<file path="src/sv/mld_pkg.sv">
`default_nettype none
// ----------------------------------------------------------------------------
// mld_pkg: shared types and constants of the MIME line decoder
// Character codes, decode helper functions and the command and status
// bundles that pass between controller and datapath.
// ----------------------------------------------------------------------------
package mld_pkg;

    localparam logic [7:0] CH_EQ    = 8'h3D;
    localparam logic [7:0] CH_QM    = 8'h3F;
    localparam logic [7:0] CH_SPACE = 8'h20;
    localparam logic [7:0] CH_LF    = 8'h0A;
    localparam logic [7:0] CH_LOW_Q = 8'h71;
    localparam logic [7:0] CH_LOW_B = 8'h62;
    localparam logic [7:0] BYTE_ALL = 8'hFF;

    localparam logic [1:0] KIND_NONE = 2'd0;
    localparam logic [1:0] KIND_Q    = 2'd1;
    localparam logic [1:0] KIND_B    = 2'd2;

    localparam logic [1:0] ESC_IDLE   = 2'd0;
    localparam logic [1:0] ESC_FIRST  = 2'd1;
    localparam logic [1:0] ESC_SECOND = 2'd2;

    typedef struct packed {
        logic accept;
        logic step;
        logic quad_emit;
        logic finish;
    } mld_cmd_t;

    typedef struct packed {
        logic free;
        logic acc_run;
        logic empty;
        logic wait_more;
        logic quad_fire;
        logic quad_last;
        logic ended;
    } mld_status_t;

    function automatic logic [6:0] b64_value(input logic [7:0] c);
        logic [6:0] v;
        v = 7'd64;
        if (c >= 8'h41 && c <= 8'h5A)
        begin
            v = 7'(c - 8'h41);
        end
        else if (c >= 8'h61 && c <= 8'h7A)
        begin
            v = 7'(c - 8'h61 + 8'd26);
        end
        else if (c >= 8'h30 && c <= 8'h39)
        begin
            v = 7'(c - 8'h30 + 8'd52);
        end
        else if (c == 8'h2B)
        begin
            v = 7'd62;
        end
        else if (c == 8'h2F)
        begin
            v = 7'd63;
        end
        return v;
    endfunction

    function automatic logic [5:0] code63(input logic [7:0] c);
        logic [6:0] v;
        v = b64_value(c);
        return v[6] ? 6'h3F : v[5:0];
    endfunction

    function automatic logic [4:0] hex_value(input logic [7:0] c);
        logic [4:0] v;
        v = 5'd16;
        if (c >= 8'h30 && c <= 8'h39)
        begin
            v = 5'(c - 8'h30);
        end
        else if (c >= 8'h61 && c <= 8'h66)
        begin
            v = 5'(c - 8'h61 + 8'd10);
        end
        else if (c >= 8'h41 && c <= 8'h46)
        begin
            v = 5'(c - 8'h41 + 8'd10);
        end
        return v;
    endfunction

    function automatic logic is_space(input logic [7:0] c);
        return (c == CH_SPACE) || (c >= 8'h09 && c <= 8'h0D);
    endfunction

endpackage
`default_nettype wire

</file>
<file path="src/sv/mld_ctrl.sv">
`default_nettype none
// ----------------------------------------------------------------------------
// mld_ctrl: sequencing controller
// Accepts input words, steps the decoder over buffered bytes, emits the
// bytes of a base64 quartet and closes the line.
// ----------------------------------------------------------------------------
module mld_ctrl
(
    input  wire logic                 clk,
    input  wire logic                 rst_n,
    input  wire logic                 in_valid,
    output logic                      in_ready,
    input  wire mld_pkg::mld_status_t sts,
    output mld_pkg::mld_cmd_t         cmd
);

    typedef enum logic [1:0] {ST_IDLE, ST_RUN, ST_QUAD, ST_FIN} state_t;

    state_t state_reg;
    state_t state_next;

    always_comb
    begin
        state_next    = state_reg;
        cmd           = '0;
        in_ready      = 1'b0;
        case (state_reg)
            ST_IDLE:
            begin
                in_ready = sts.free;
                if (sts.free && in_valid)
                begin
                    cmd.accept = 1'b1;
                    if (sts.acc_run)
                    begin
                        state_next = ST_RUN;
                    end
                end
            end
            ST_RUN:
            begin
                if (sts.free)
                begin
                    if (sts.empty || sts.wait_more)
                    begin
                        state_next = sts.ended ? ST_FIN : ST_IDLE;
                    end
                    else
                    begin
                        cmd.step = 1'b1;
                        if (sts.quad_fire)
                        begin
                            state_next = ST_QUAD;
                        end
                    end
                end
            end
            ST_QUAD:
            begin
                if (sts.free)
                begin
                    cmd.quad_emit = 1'b1;
                    if (sts.quad_last)
                    begin
                        state_next = ST_RUN;
                    end
                end
            end
            ST_FIN:
            begin
                if (sts.free)
                begin
                    cmd.finish = 1'b1;
                    state_next = ST_IDLE;
                end
            end
            default:
            begin
                state_next = ST_IDLE;
            end
        endcase
    end

    always_ff @(posedge clk or negedge rst_n)
    begin
        if (!rst_n)
        begin
            state_reg <= ST_IDLE;
        end
        else
        begin
            state_reg <= state_next;
        end
    end

endmodule
`default_nettype wire

</file>
<file path="src/sv/mld_datapath.sv">
`default_nettype none
// ----------------------------------------------------------------------------
// mld_datapath: decoder datapath
// Lookahead buffer, mode and construct state, held byte and output register.
// ----------------------------------------------------------------------------
module mld_datapath
#(
    parameter int PROBE_LENGTH = 10
)
(
    input  wire logic               clk,
    input  wire logic               rst_n,
    input  wire logic               cfg_we,
    input  wire logic               cfg_wdata,
    input  wire logic [7:0]         in_byte,
    input  wire logic               in_first,
    input  wire logic               in_last,
    input  wire logic               in_start_qp,
    input  wire logic               in_start_b64,
    input  wire mld_pkg::mld_cmd_t  cmd,
    output mld_pkg::mld_status_t    sts,
    output logic                    out_valid,
    input  wire logic               out_ready,
    output logic [7:0]              out_byte,
    output logic                    out_bv,
    output logic                    out_eol
);

    localparam int DEPTH = PROBE_LENGTH + 2;
    localparam int CW    = $clog2(DEPTH + 1);
    localparam int IW    = $clog2(DEPTH);

    logic [7:0]    fifo_reg [DEPTH];
    logic [7:0]    fifo_next [DEPTH];
    logic [CW-1:0] count_reg, count_next;
    logic          enable_reg, enable_next;
    logic          mode_qp_reg, mode_qp_next;
    logic          mode_b64_reg, mode_b64_next;
    logic          b64_done_reg, b64_done_next;
    logic          hdr_scan_reg, hdr_scan_next;
    logic [1:0]    hdr_marks_reg, hdr_marks_next;
    logic [1:0]    hdr_kind_reg, hdr_kind_next;
    logic [7:0]    qheld_reg [3];
    logic [7:0]    qheld_next [3];
    logic [2:0]    qcount_reg, qcount_next;
    logic [1:0]    esc_stage_reg, esc_stage_next;
    logic [3:0]    esc_nib_reg, esc_nib_next;
    logic          held_valid_reg, held_valid_next;
    logic [7:0]    held_byte_reg, held_byte_next;
    logic          line_open_reg, line_open_next;
    logic          line_dec_reg, line_dec_next;
    logic          probe_reg, probe_next;
    logic          ended_reg, ended_next;
    logic [7:0]    qbytes_reg [3];
    logic [7:0]    qbytes_next [3];
    logic [1:0]    qn_reg, qn_next;
    logic [1:0]    qidx_reg, qidx_next;
    logic          out_valid_reg, out_valid_next;
    logic [7:0]    out_byte_reg, out_byte_next;
    logic          out_bv_reg, out_bv_next;
    logic          out_eol_reg, out_eol_next;

    logic          free;
    logic [7:0]    c, n1, n2;
    logic          have1, have2;
    logic          in_construct;
    logic [5:0]    v0, v1, v2;
    logic [6:0]    v3;
    logic [4:0]    hv;
    logic [1:0]    cons;
    logic          prod_en;
    logic [7:0]    prod_byte;
    logic          load;
    logic [7:0]    load_byte;
    logic          load_bv;
    logic          load_eol;
    logic          start;
    logic          dec;
    logic [CW-1:0] cnt_base;
    logic [CW-1:0] cnt_after;
    logic          pend;
    logic [1:0]    marks_inc;
    logic          eff_b64;
    logic [7:0]    fin_byte;
    logic [7:0]    esc_byte;

    always_comb
    begin
        free         = !out_valid_reg || out_ready;
        c            = fifo_reg[0];
        n1           = fifo_reg[1];
        n2           = fifo_reg[2];
        have1        = count_reg > CW'(1);
        have2        = count_reg > CW'(2);
        in_construct = hdr_scan_reg || (esc_stage_reg != mld_pkg::ESC_IDLE)
                       || (qcount_reg != 3'd0);
        v0           = mld_pkg::code63(qheld_reg[0]);
        v1           = mld_pkg::code63(qheld_reg[1]);
        v2           = mld_pkg::code63(qheld_reg[2]);
        v3           = mld_pkg::b64_value(c);
        hv           = mld_pkg::hex_value(c);
        marks_inc    = hdr_marks_reg + 2'd1;
        esc_byte     = {esc_nib_reg, hv[3:0]};

        for (int i = 0; i < DEPTH; i++)
        begin
            fifo_next[i] = fifo_reg[i];
        end
        for (int i = 0; i < 3; i++)
        begin
            qheld_next[i]  = qheld_reg[i];
            qbytes_next[i] = qbytes_reg[i];
        end
        count_next      = count_reg;
        enable_next     = cfg_we ? cfg_wdata : enable_reg;
        mode_qp_next    = mode_qp_reg;
        mode_b64_next   = mode_b64_reg;
        b64_done_next   = b64_done_reg;
        hdr_scan_next   = hdr_scan_reg;
        hdr_marks_next  = hdr_marks_reg;
        hdr_kind_next   = hdr_kind_reg;
        qcount_next     = qcount_reg;
        esc_stage_next  = esc_stage_reg;
        esc_nib_next    = esc_nib_reg;
        held_valid_next = held_valid_reg;
        held_byte_next  = held_byte_reg;
        line_open_next  = line_open_reg;
        line_dec_next   = line_dec_reg;
        probe_next      = probe_reg;
        ended_next      = ended_reg;
        qn_next         = qn_reg;
        qidx_next       = qidx_reg;

        cons      = 2'd0;
        prod_en   = 1'b0;
        prod_byte = c;
        load      = 1'b0;
        load_byte = 8'h00;
        load_bv   = 1'b0;
        load_eol  = 1'b0;

        sts.free      = free;
        sts.empty     = count_reg == '0;
        sts.ended     = ended_reg;
        sts.quad_last = 2'(qidx_reg + 2'd1) == qn_reg;
        sts.wait_more = !in_construct && !ended_reg && (
                        (c == mld_pkg::CH_QM && (!have1 ||
                            (n1 == mld_pkg::CH_EQ && !have2))) ||
                        (c == mld_pkg::CH_EQ && !have1));
        sts.quad_fire = !hdr_scan_reg && (esc_stage_reg == mld_pkg::ESC_IDLE)
                        && (qcount_reg == 3'd4) && !mld_pkg::is_space(c)
                        && (qheld_reg[0] != mld_pkg::CH_EQ)
                        && (qheld_reg[1] != mld_pkg::CH_EQ);

        // Input word: line start handling, pass-through or buffer and probe.
        start     = in_first || !line_open_reg;
        dec       = start ? enable_reg : line_dec_reg;
        cnt_base  = start ? '0 : count_reg;
        cnt_after = (cnt_base < CW'(DEPTH)) ? CW'(cnt_base + CW'(1)) : cnt_base;
        pend      = start || probe_reg;
        sts.acc_run = dec && !(pend && mld_pkg::b64_value(in_byte) <= 7'd63
                      && cnt_after < CW'(PROBE_LENGTH) && !in_last);
        if (cmd.accept)
        begin
            if (start)
            begin
                line_open_next  = 1'b1;
                line_dec_next   = enable_reg;
                mode_qp_next    = in_start_qp;
                mode_b64_next   = in_start_b64;
                b64_done_next   = 1'b0;
                hdr_scan_next   = 1'b0;
                hdr_marks_next  = 2'd0;
                hdr_kind_next   = mld_pkg::KIND_NONE;
                qheld_next[0]   = 8'h00;
                qheld_next[1]   = 8'h00;
                qheld_next[2]   = 8'h00;
                qcount_next     = 3'd0;
                esc_stage_next  = mld_pkg::ESC_IDLE;
                held_valid_next = 1'b0;
                count_next      = '0;
                probe_next      = 1'b1;
            end
            if (!dec)
            begin
                load      = 1'b1;
                load_byte = in_byte;
                load_bv   = 1'b1;
                load_eol  = in_last;
                if (in_last)
                begin
                    line_open_next = 1'b0;
                end
            end
            else
            begin
                if (cnt_base < CW'(DEPTH))
                begin
                    fifo_next[cnt_base[IW-1:0]] = in_byte;
                end
                count_next = cnt_after;
                ended_next = in_last;
                if (pend)
                begin
                    if (mld_pkg::b64_value(in_byte) > 7'd63)
                    begin
                        mode_b64_next = 1'b0;
                        probe_next    = 1'b0;
                    end
                    else if (cnt_after >= CW'(PROBE_LENGTH))
                    begin
                        probe_next = 1'b0;
                    end
                    else if (in_last)
                    begin
                        mode_b64_next = 1'b0;
                        probe_next    = 1'b0;
                    end
                end
            end
        end

        // One decode step on the byte at the head of the buffer.
        if (cmd.step)
        begin
            cons = 2'd1;
            if (hdr_scan_reg)
            begin
                if (c == mld_pkg::CH_QM)
                begin
                    if (marks_inc == 2'd3)
                    begin
                        if (hdr_kind_reg == mld_pkg::KIND_Q)
                        begin
                            mode_qp_next = 1'b1;
                        end
                        else if (hdr_kind_reg == mld_pkg::KIND_B)
                        begin
                            mode_b64_next = 1'b1;
                        end
                        hdr_scan_next  = 1'b0;
                        hdr_marks_next = 2'd0;
                        hdr_kind_next  = mld_pkg::KIND_NONE;
                    end
                    else
                    begin
                        hdr_marks_next = marks_inc;
                    end
                end
                else if (hdr_marks_reg == 2'd2)
                begin
                    if ((c | mld_pkg::CH_SPACE) == mld_pkg::CH_LOW_Q)
                    begin
                        hdr_kind_next = mld_pkg::KIND_Q;
                    end
                    else if ((c | mld_pkg::CH_SPACE) == mld_pkg::CH_LOW_B)
                    begin
                        hdr_kind_next = mld_pkg::KIND_B;
                    end
                    else
                    begin
                        hdr_kind_next = mld_pkg::KIND_NONE;
                    end
                end
            end
            else if (esc_stage_reg == mld_pkg::ESC_FIRST)
            begin
                esc_stage_next = mld_pkg::ESC_SECOND;
                esc_nib_next   = hv[4] ? 4'hF : hv[3:0];
            end
            else if (esc_stage_reg != mld_pkg::ESC_IDLE)
            begin
                esc_stage_next = mld_pkg::ESC_IDLE;
                if (!hv[4] && esc_byte != mld_pkg::BYTE_ALL)
                begin
                    prod_en   = 1'b1;
                    prod_byte = esc_byte;
                end
            end
            else if (qcount_reg != 3'd0)
            begin
                if (!mld_pkg::is_space(c))
                begin
                    if (qcount_reg < 3'd4)
                    begin
                        qheld_next[2'(qcount_reg - 3'd1)] = c;
                        qcount_next = 3'(qcount_reg + 3'd1);
                    end
                    else
                    begin
                        qcount_next    = 3'd0;
                        qheld_next[0]  = 8'h00;
                        qheld_next[1]  = 8'h00;
                        qheld_next[2]  = 8'h00;
                        qidx_next      = 2'd0;
                        qbytes_next[0] = {v0, v1[5:4]};
                        qbytes_next[1] = {v1[3:0], v2[5:2]};
                        qbytes_next[2] = v3[6] ? mld_pkg::BYTE_ALL : {v2[1:0], v3[5:0]};
                        if (qheld_reg[0] == mld_pkg::CH_EQ
                            || qheld_reg[1] == mld_pkg::CH_EQ)
                        begin
                            b64_done_next = 1'b1;
                        end
                        else if (qheld_reg[2] == mld_pkg::CH_EQ)
                        begin
                            b64_done_next = 1'b1;
                            qn_next       = 2'd1;
                        end
                        else if (c == mld_pkg::CH_EQ)
                        begin
                            b64_done_next = 1'b1;
                            qn_next       = 2'd2;
                        end
                        else
                        begin
                            qn_next = 2'd3;
                        end
                    end
                end
            end
            else if (c == mld_pkg::CH_QM && have1 && n1 == mld_pkg::CH_EQ)
            begin
                if (have2 && n2 == mld_pkg::CH_SPACE)
                begin
                    mode_qp_next  = 1'b0;
                    mode_b64_next = 1'b0;
                    cons          = 2'd2;
                end
            end
            else if (c == mld_pkg::CH_EQ && have1 && n1 == mld_pkg::CH_QM)
            begin
                hdr_scan_next  = 1'b1;
                hdr_marks_next = 2'd0;
                hdr_kind_next  = mld_pkg::KIND_NONE;
            end
            else if (c == mld_pkg::CH_LF)
            begin
                prod_en       = !mode_b64_reg;
                b64_done_next = 1'b0;
                mode_qp_next  = 1'b0;
                mode_b64_next = 1'b0;
            end
            else if (mode_qp_reg && c == mld_pkg::CH_EQ)
            begin
                esc_stage_next = mld_pkg::ESC_FIRST;
            end
            else if (mode_b64_reg && !b64_done_reg)
            begin
                if (mld_pkg::is_space(c))
                begin
                    qcount_next = 3'd1;
                end
                else
                begin
                    qcount_next   = 3'd2;
                    qheld_next[0] = c;
                end
                qheld_next[1] = 8'h00;
                qheld_next[2] = 8'h00;
                if (mld_pkg::is_space(c))
                begin
                    qheld_next[0] = 8'h00;
                end
            end
            else
            begin
                prod_en = 1'b1;
            end
        end

        if (cmd.quad_emit)
        begin
            prod_en   = 1'b1;
            prod_byte = qbytes_reg[qidx_reg];
            qidx_next = 2'(qidx_reg + 2'd1);
        end

        if (cons == 2'd1)
        begin
            for (int i = 0; i < DEPTH - 1; i++)
            begin
                fifo_next[i] = fifo_reg[i + 1];
            end
            count_next = CW'(count_reg - CW'(1));
        end
        else if (cons == 2'd2)
        begin
            for (int i = 0; i < DEPTH - 2; i++)
            begin
                fifo_next[i] = fifo_reg[i + 2];
            end
            count_next = CW'(count_reg - CW'(2));
        end

        if (prod_en)
        begin
            if (held_valid_reg)
            begin
                load      = 1'b1;
                load_byte = held_byte_reg;
                load_bv   = 1'b1;
                load_eol  = 1'b0;
            end
            held_valid_next = 1'b1;
            held_byte_next  = prod_byte;
        end

        // Line close: pending header kind applies, a held '=' may become LF.
        eff_b64  = mode_b64_reg || (hdr_scan_reg && hdr_kind_reg == mld_pkg::KIND_B);
        fin_byte = (!eff_b64 && held_byte_reg == mld_pkg::CH_EQ) ? mld_pkg::CH_LF
                   : held_byte_reg;
        if (cmd.finish)
        begin
            if (hdr_scan_reg)
            begin
                if (hdr_kind_reg == mld_pkg::KIND_Q)
                begin
                    mode_qp_next = 1'b1;
                end
                else if (hdr_kind_reg == mld_pkg::KIND_B)
                begin
                    mode_b64_next = 1'b1;
                end
            end
            hdr_scan_next   = 1'b0;
            hdr_marks_next  = 2'd0;
            hdr_kind_next   = mld_pkg::KIND_NONE;
            esc_stage_next  = mld_pkg::ESC_IDLE;
            qcount_next     = 3'd0;
            qheld_next[0]   = 8'h00;
            qheld_next[1]   = 8'h00;
            qheld_next[2]   = 8'h00;
            load            = 1'b1;
            load_byte       = held_valid_reg ? fin_byte : 8'h00;
            load_bv         = held_valid_reg;
            load_eol        = 1'b1;
            held_valid_next = 1'b0;
            count_next      = '0;
            line_open_next  = 1'b0;
            ended_next      = 1'b0;
        end

        out_valid_next = load || (out_valid_reg && !out_ready);
        out_byte_next  = load ? load_byte : out_byte_reg;
        out_bv_next    = load ? load_bv : out_bv_reg;
        out_eol_next   = load ? load_eol : out_eol_reg;
    end

    always_ff @(posedge clk or negedge rst_n)
    begin
        if (!rst_n)
        begin
            count_reg      <= '0;
            enable_reg     <= 1'b1;
            mode_qp_reg    <= 1'b0;
            mode_b64_reg   <= 1'b0;
            b64_done_reg   <= 1'b0;
            hdr_scan_reg   <= 1'b0;
            hdr_marks_reg  <= 2'd0;
            hdr_kind_reg   <= mld_pkg::KIND_NONE;
            qcount_reg     <= 3'd0;
            esc_stage_reg  <= mld_pkg::ESC_IDLE;
            held_valid_reg <= 1'b0;
            line_open_reg  <= 1'b0;
            line_dec_reg   <= 1'b0;
            probe_reg      <= 1'b0;
            ended_reg      <= 1'b0;
            qn_reg         <= 2'd0;
            qidx_reg       <= 2'd0;
            out_valid_reg  <= 1'b0;
        end
        else
        begin
            count_reg      <= count_next;
            enable_reg     <= enable_next;
            mode_qp_reg    <= mode_qp_next;
            mode_b64_reg   <= mode_b64_next;
            b64_done_reg   <= b64_done_next;
            hdr_scan_reg   <= hdr_scan_next;
            hdr_marks_reg  <= hdr_marks_next;
            hdr_kind_reg   <= hdr_kind_next;
            qcount_reg     <= qcount_next;
            esc_stage_reg  <= esc_stage_next;
            held_valid_reg <= held_valid_next;
            line_open_reg  <= line_open_next;
            line_dec_reg   <= line_dec_next;
            probe_reg      <= probe_next;
            ended_reg      <= ended_next;
            qn_reg         <= qn_next;
            qidx_reg       <= qidx_next;
            out_valid_reg  <= out_valid_next;
        end
    end

    always_ff @(posedge clk)
    begin
        for (int i = 0; i < DEPTH; i++)
        begin
            fifo_reg[i] <= fifo_next[i];
        end
        for (int i = 0; i < 3; i++)
        begin
            qheld_reg[i]  <= qheld_next[i];
            qbytes_reg[i] <= qbytes_next[i];
        end
        esc_nib_reg   <= esc_nib_next;
        held_byte_reg <= held_byte_next;
        out_byte_reg  <= out_byte_next;
        out_bv_reg    <= out_bv_next;
        out_eol_reg   <= out_eol_next;
    end

    assign out_valid = out_valid_reg;
    assign out_byte  = out_byte_reg;
    assign out_bv    = out_bv_reg;
    assign out_eol   = out_eol_reg;

endmodule
`default_nettype wire

</file>
<file path="src/sv/mime_line_decoder_unit.sv">
`default_nettype none
// A pass-through word is registered at the output in the cycle after it is taken.
// A decoded word is accepted, the buffered bytes are stepped and each quartet output
// byte is emitted, then the line is closed if it has ended and control returns to idle.
// A new word is taken only in the idle state while the output slot is free, so a
// pass-through or probed word can follow every cycle; a decoded word waits for idle.
// Reset clears all control state and sets the decode enable to one.
// ----------------------------------------------------------------------------
// mime_line_decoder_unit: MIME line decoder top level
// Streaming byte decoder for quoted-printable, base64 and encoded words.
// ----------------------------------------------------------------------------
module mime_line_decoder_unit
#(
    parameter int PROBE_LENGTH = 10
)
(
    input  wire logic       clk,
    input  wire logic       rst_n,
    input  wire logic       cfg_we,
    input  wire logic       cfg_wdata,
    input  wire logic       s_axis_tvalid,
    output logic            s_axis_tready,
    input  wire logic [7:0] s_axis_tdata,   // in_byte
    input  wire logic [2:0] s_axis_tuser,   // line_first, start_qp, start_base64
    input  wire logic       s_axis_tlast,
    output logic            m_axis_tvalid,
    input  wire logic       m_axis_tready,
    output logic [7:0]      m_axis_tdata,   // out_byte
    output logic            m_axis_tuser,   // byte_valid
    output logic            m_axis_tlast
);

    mld_pkg::mld_cmd_t    cmd;
    mld_pkg::mld_status_t sts;

    mld_ctrl u_ctrl
    (
        .clk      (clk),
        .rst_n    (rst_n),
        .in_valid (s_axis_tvalid),
        .in_ready (s_axis_tready),
        .sts      (sts),
        .cmd      (cmd)
    );

    mld_datapath #(.PROBE_LENGTH(PROBE_LENGTH)) u_dp
    (
        .clk          (clk),
        .rst_n        (rst_n),
        .cfg_we       (cfg_we),
        .cfg_wdata    (cfg_wdata),
        .in_byte      (s_axis_tdata),
        .in_first     (s_axis_tuser[0]),
        .in_last      (s_axis_tlast),
        .in_start_qp  (s_axis_tuser[1]),
        .in_start_b64 (s_axis_tuser[2]),
        .cmd          (cmd),
        .sts          (sts),
        .out_valid    (m_axis_tvalid),
        .out_ready    (m_axis_tready),
        .out_byte     (m_axis_tdata),
        .out_bv       (m_axis_tuser),
        .out_eol      (m_axis_tlast)
    );

endmodule
`default_nettype wire

</file>
<file path="config.mk">
export PLATFORM = sky130hd
export DESIGN_NAME = mime_line_decoder_unit
export DESIGN_NICKNAME = d
export VERILOG_FILES = /design/src/sv/mld_pkg.sv /design/src/sv/mld_ctrl.sv /design/src/sv/mld_datapath.sv /design/src/sv/mime_line_decoder_unit.sv
export SDC_FILE = /design/constraint.sdc
export NUM_CORES = 1
export LEC_CHECK = 0
export BUFFER_PORTS_ARGS = -buffer_cell sky130_fd_sc_hd__buf_2
export CAP_MARGIN = 10
export CORE_ASPECT_RATIO = 0.8
export CORE_MARGIN = 2
export CORE_UTILIZATION = 49
export CTS_CLUSTER_SIZE = 16
export DETAILED_ROUTE_END_ITERATION = 10
export PLACE_DENSITY = 0.67
export RECOVER_POWER = 25
export SLEW_MARGIN = 25
export SYNTH_ARGS = -nofsm -noshare
export SYNTH_HDL_FRONTEND = slang
export SYNTH_HIERARCHICAL = 1
export SYNTH_SLANG_ARGS = --single-unit
</file>
<file path="constraint.sdc">
create_clock -name clk -period 5 [get_ports clk]
set_clock_uncertainty 0.15 [all_clocks]
set_input_delay 1.5 -clock clk [delete_from_list [all_inputs] [get_ports clk]]
set_output_delay 1.5 -clock clk [all_outputs]
set_load 0.02 [all_outputs]
</file>
## After elaboration in Yosys (flattened, before gate mapping)

Memory sizes are Yosys's and may differ from the RTL's.
Cells that the tools add are included.
Widths: inputs -> output; s select.

- Bitwise operators: 8
- $add $sub $neg: 34
- Reductions and logical operators: 92
- Magnitude comparators: 46
- Divide/modulo/power cells: 0
- Multiply operators: 0
- Mux-type cells: 290
- Shifts and indexed selects: 0
- Eq/ne operators: 57

Operator list:

| operator | count |
|---|---|
| $mux 24 | 22 |
| $mux 96 | 3 |
| $mux 7 | 28 |
| $eq 8x6->1 const B | 20 |
| $mux 80 | 2 |
| $mux 8 | 18 |
| $mux 2 | 65 |
| $mux 1 | 119 |
| $bwmux 96 | 1 |
| $le 8x7->1 const B | 12 |
| $ge 8x7->1 const B | 10 |
| $sub 7x7->7 const B | 10 |
| $logic_and 1x1->1 | 46 |
| $mux 3 | 15 |
| $ge 8x6->1 const B | 5 |
| $le 8x6->1 const B | 5 |
| $add 7x5->7 const B | 5 |
| $add 7x6->7 const B | 5 |
| $sub 7x6->7 const B | 5 |
| $demux 8 s4 | 1 |
| $mux 4 | 7 |
| $bwmux 24 | 1 |
| $reduce_and 7->1 | 3 |
| $mux 6 | 3 |
| other kinds (53) | 116 |

- Bits in registers: 52
- Memories: 3
- Memory bits (read-only): 0
- Latch bits: 0
- RAM bits: 144

Memories:

| memory | depth | bits a word | rd ports | clocked after Yosys merged registers in | wr ports | line | source |
|---|---|---|---|---|---|---|---|
| u_dp.fifo_reg | 12 | 8 | 12 | 0 | 12 | mld_datapath.sv:33 | `logic [7:0] fifo_reg [DEPTH];` |
| u_dp.qbytes_reg | 3 | 8 | 1 | 0 | 3 | mld_datapath.sv:54 | `logic [7:0] qbytes_reg [3];` |
| u_dp.qheld_reg | 3 | 8 | 3 | 0 | 3 | mld_datapath.sv:43 | `logic [7:0] qheld_reg [3];` |

## Depth between registers and ports, before layout

- Depth in word-level cells: 26
- Gate-level depth with buffers: 21
- Depth with buffers taken out: 18

## Cells and area by module

Netlist, hierarchy kept.

Modules (own cells, without submodules):

| module | area an instance (µm²) | cells an instance | instances |
|---|---|---|---|
| mld_datapath | 12543.3 | 1359 | 1 |
| mld_ctrl | 161.4 | 21 | 1 |

## Worst setup path before layout

No wires, ideal clock.

- Path kind: input port to flip-flop
- Start point: input m_axis_tready
- End point: memory u_dp.fifo_reg[0][0], enable pin
- Setup slack: -0.130 ns
- Data required time: 4.521 ns
- Library setup time: 0.329 ns
- Buffers on the path: 4
- Data arrival time: 4.651 ns
- Cell stages on the path: 13
- Cell sequence: nand2b_1 -> buf_4 -> nand2_1 -> nor4_1 -> nor2b_1 -> clkbuf_1 -> nand2_1 -> or2_2 -> ha_1 -> clkbuf_1 -> clkbuf_1 -> a211oi_1 -> a21oi_1

RTL lines:

| element | line | source |
|---|---|---|
| start, declared | mime_line_decoder_unit.sv:27 | `input wire logic m_axis_tready,` |
| end, declared | mld_datapath.sv:33 |  |

==> results.md <==
- Type of origin of the critical path: register
- Cell count after synthesis: between 1000 and 1500
- Antenna-violating nets left: 0
- Multi-input combinational cell area: 6720 µm²
- # setup viols final: 0
- Violated checks: capacitance limit, slew limit
- Cell Rows: 52
- Slowest cell on crit path: a211oi_2
- Max reg flops: 96
- DR pass1 iterations: 6
- Via count: ~11000
- Ys async rst share: ~15%
- Top area cells in the synthesized netlist: edfxtp_1 (34%), ha_1 (6.3%), o21ai_0 (6.2%), dfrtp_1 (5.7%), a22oi_1 (5.3%)
- Maxcap violations: 1
- First-pass GRT wire length: approximately 58000 µm
- PortBufs: 29
- Total CTS buffers: 17
- Dpl hpwl: roughly 26000 µm
- Fin crit share: roughly nine tenths
- Fin nets: between 1000 and 1500
- Setup tns final: 0 ps
- Top_reg_cell synth: edfxtp_1
- Initial antenna violation count: 1
- Setup Buffers After CTS: 0
- Most used cell along the critical path: buf_4
- Root buffer cell: clkbuf_16
- Core area: roughly 25000 µm²
- Non-filler cells, final: between 1500 and 2000
- Pre-CTS WS: between 100 and 150 ps
- Max-slew violations: 31
- EDFF count, synth: 142
- Worst path max stage delay: approximately 670 ps
- Vias in the first global route: a little over 10000
- Layout area overhead: 8.91%
- Worst setup path category: register to register
- Post-Syn Area: 12700 µm²
- Worst-case vdd ir drop: 0.248 mV
- Leakage: between 4 and 5 nW
- Fin crit period: approximately 4500 ps
- DIE HEIGHT: 148 µm
- WP data arrival: 4500 ps
- Placed Cells: roughly 1700
- Fmax: between 0.2 and 0.25 GHz
- Fill count: 2262
- Total area of sequential cells: between 5000 and 6000 µm²
- Critical-path maximum fanout: 15
- Critical Path RT: between 4000 and 5000 ps
- Chip width: around 180 µm
- Pwr Density: 650 nW/µm²
- Count leader, synth: nand2_1
- Final WS setup: around 460 ps
- Vias per Instance: 6.55
- Final Hold Viols: 0
- Yosys warns: 6
- Worst path top cell family by delay: simple AND/OR/NAND/NOR gates
- Synth unique cells: 87
- Crit-path cells: nor3b_1 > buf_4 > nand3b_1 > o21ai_0 > nor4b_1 > nor4_1 > nor2b_1 > nand2_1 > or2_2 > inv_1 > ha_1 > buf_4 > a211oi_2 > a21oi_1
- Slew @ Worst Pin: roughly 1900 ps
- Post-synth top area share: between 30% and 40%
- Synthesis-stage register bit count: 196
- Full die area: between 20000 and 30000 µm²
- Worst-Skew Late Latency: about 450 ps
- Synth area leader: edfxtp_1
- Buf+Inv Stages, Crit Path: 3
- Cts repair resizes: 0
- Routability cong.: 0.927
- Outcome: finished with violations
- CTS H-tree lvls: 4
- Sink Count: about 200
- Grt ovf: 0
- Syn Area/Cell: between 9 and 10 µm²
- Largest net degree at the start of global routing: around 120
- Most frequent cells after synthesis: nand2_1 (169), o21ai_0 (158), edfxtp_1 (142), a22oi_1 (90), nor2_1 (88)
- Iter 0 DRT Violations: approximately 1400
- CTS tree: built
- Slew margin rel.: -23.8%
- I/O pin count: 30
- Crit. End Element: register
- Setup repair after global routing missed its margin: false
- Layout cell share with drive strength beyond 1: under 10%
- Total Routing Usage GR: 27.3%
- Sequential cell area fraction in the yosys report: a little over two fifths
- Starting Density: 50.1%
- CTS Buffer Depth: 2
- Final WL: between 30000 and 40000 µm
- Clock-pin slew on the worst setup and hold paths: about 70 ps
- # DRC: 0
- Worst Hold Class: register to register
- Syn_nets: 1462
- Routed wire per std cell: 21.2 µm
- Hold_buf cts: 0
per-layer routing:
metal	track usage (%)	part of all wire [%]
met2	36.9	40
met1	44.3	48
met3	5.47	11
met5	0	0
met4	5.68	1.4
logic make-up after synthesis:
family,count (synthesis),share of synthesized area (%)
muxes,22,1.76
and+or+nand+nor,441,16.9
DFF,196,43.3
AOI/OAI and AO/OA,495,25.5
adders and majority gates,64,6.30
buffers and inverters,133,4.14
xor gates and xnor gates,29,2.11
per-stage QoR:
stage               area, µm²  total power [mW]  hold slack, ps  util [%]
floorplan               12700              6.16             295         -
finish                  13800              8.99             371      54.5
detailed placement      13300              7.48             349      52.3
global placement        13300              7.41             332      52.3
global route            13800              9.57             399      54.5
CTS                     13900              8.91             362      54.6
cell type report:
cell class	count	share of cell area (%)
Clock inverter	14	1.16
Sequential cell	196	39.7
Multi-Input combinational cell	1051	48.5
Timing Repair Buffer	71	3.16
Tap cell	324	2.93
Antenna cell	1	0.0181
Inverter	51	1.38
Clock buffer	18	3.10
path summary, 6_finish.rpt:
kind                                       from               endpoint  slack (ps)  cells past startpoint
max                         u_dp/fifo_reg[0][6]    u_dp/fifo_reg[0][8]         460                     14
min                        u_dp/hdr_kind_reg[1]       u_dp/mode_qp_reg         370                      1
max reg2reg                 u_dp/fifo_reg[0][6]    u_dp/fifo_reg[0][8]         460                     14
min reg2reg                u_dp/hdr_kind_reg[1]       u_dp/mode_qp_reg         370                      1
max in group asynchronous                 rst_n  u_dp/esc_stage_reg[1]        2220                      1
min in group asynchronous                 rst_n         u_dp/probe_reg        1390                      1
power breakdown:
group / internal [mW] / total [mW] / switching, mW / leakage (nW)
sequential: 2.67 / 3.37 / 0.697 / 1.90
clock: 0.713 / 1.40 / 0.683 / 0.285
combinational: 1.49 / 4.23 / 2.74 / 2.73
layout by cell type, fill, tap and decap left out, types with 13 or more instances in the layout:
| master | n |
|---|---|
| ha_1 | 63 |
| buf_4 | 34 |
| nand3b_1 | 13 |
| clkbuf_1 | 27 |
| xnor2_1 | 17 |
| and3_1 | 16 |
| nand2_1 | 169 |
| a21oi_1 | 73 |
| nor2b_1 | 19 |
| a22oi_1 | 90 |
| o22ai_1 | 15 |
| nor3_1 | 21 |
| mux2i_1 | 19 |
| nor2_1 | 86 |
| o21ai_0 | 159 |
| clkbuf_16 | 17 |
| nand4_1 | 13 |
| inv_1 | 51 |
| edfxtp_1 | 142 |
| nand3_1 | 28 |
| o221ai_1 | 13 |
| nand2b_1 | 15 |
| dfxtp_1 | 24 |
| a22o_1 | 13 |
| a31oi_1 | 18 |
| dfrtp_1 | 29 |
(Power assumes the default switching activity.)
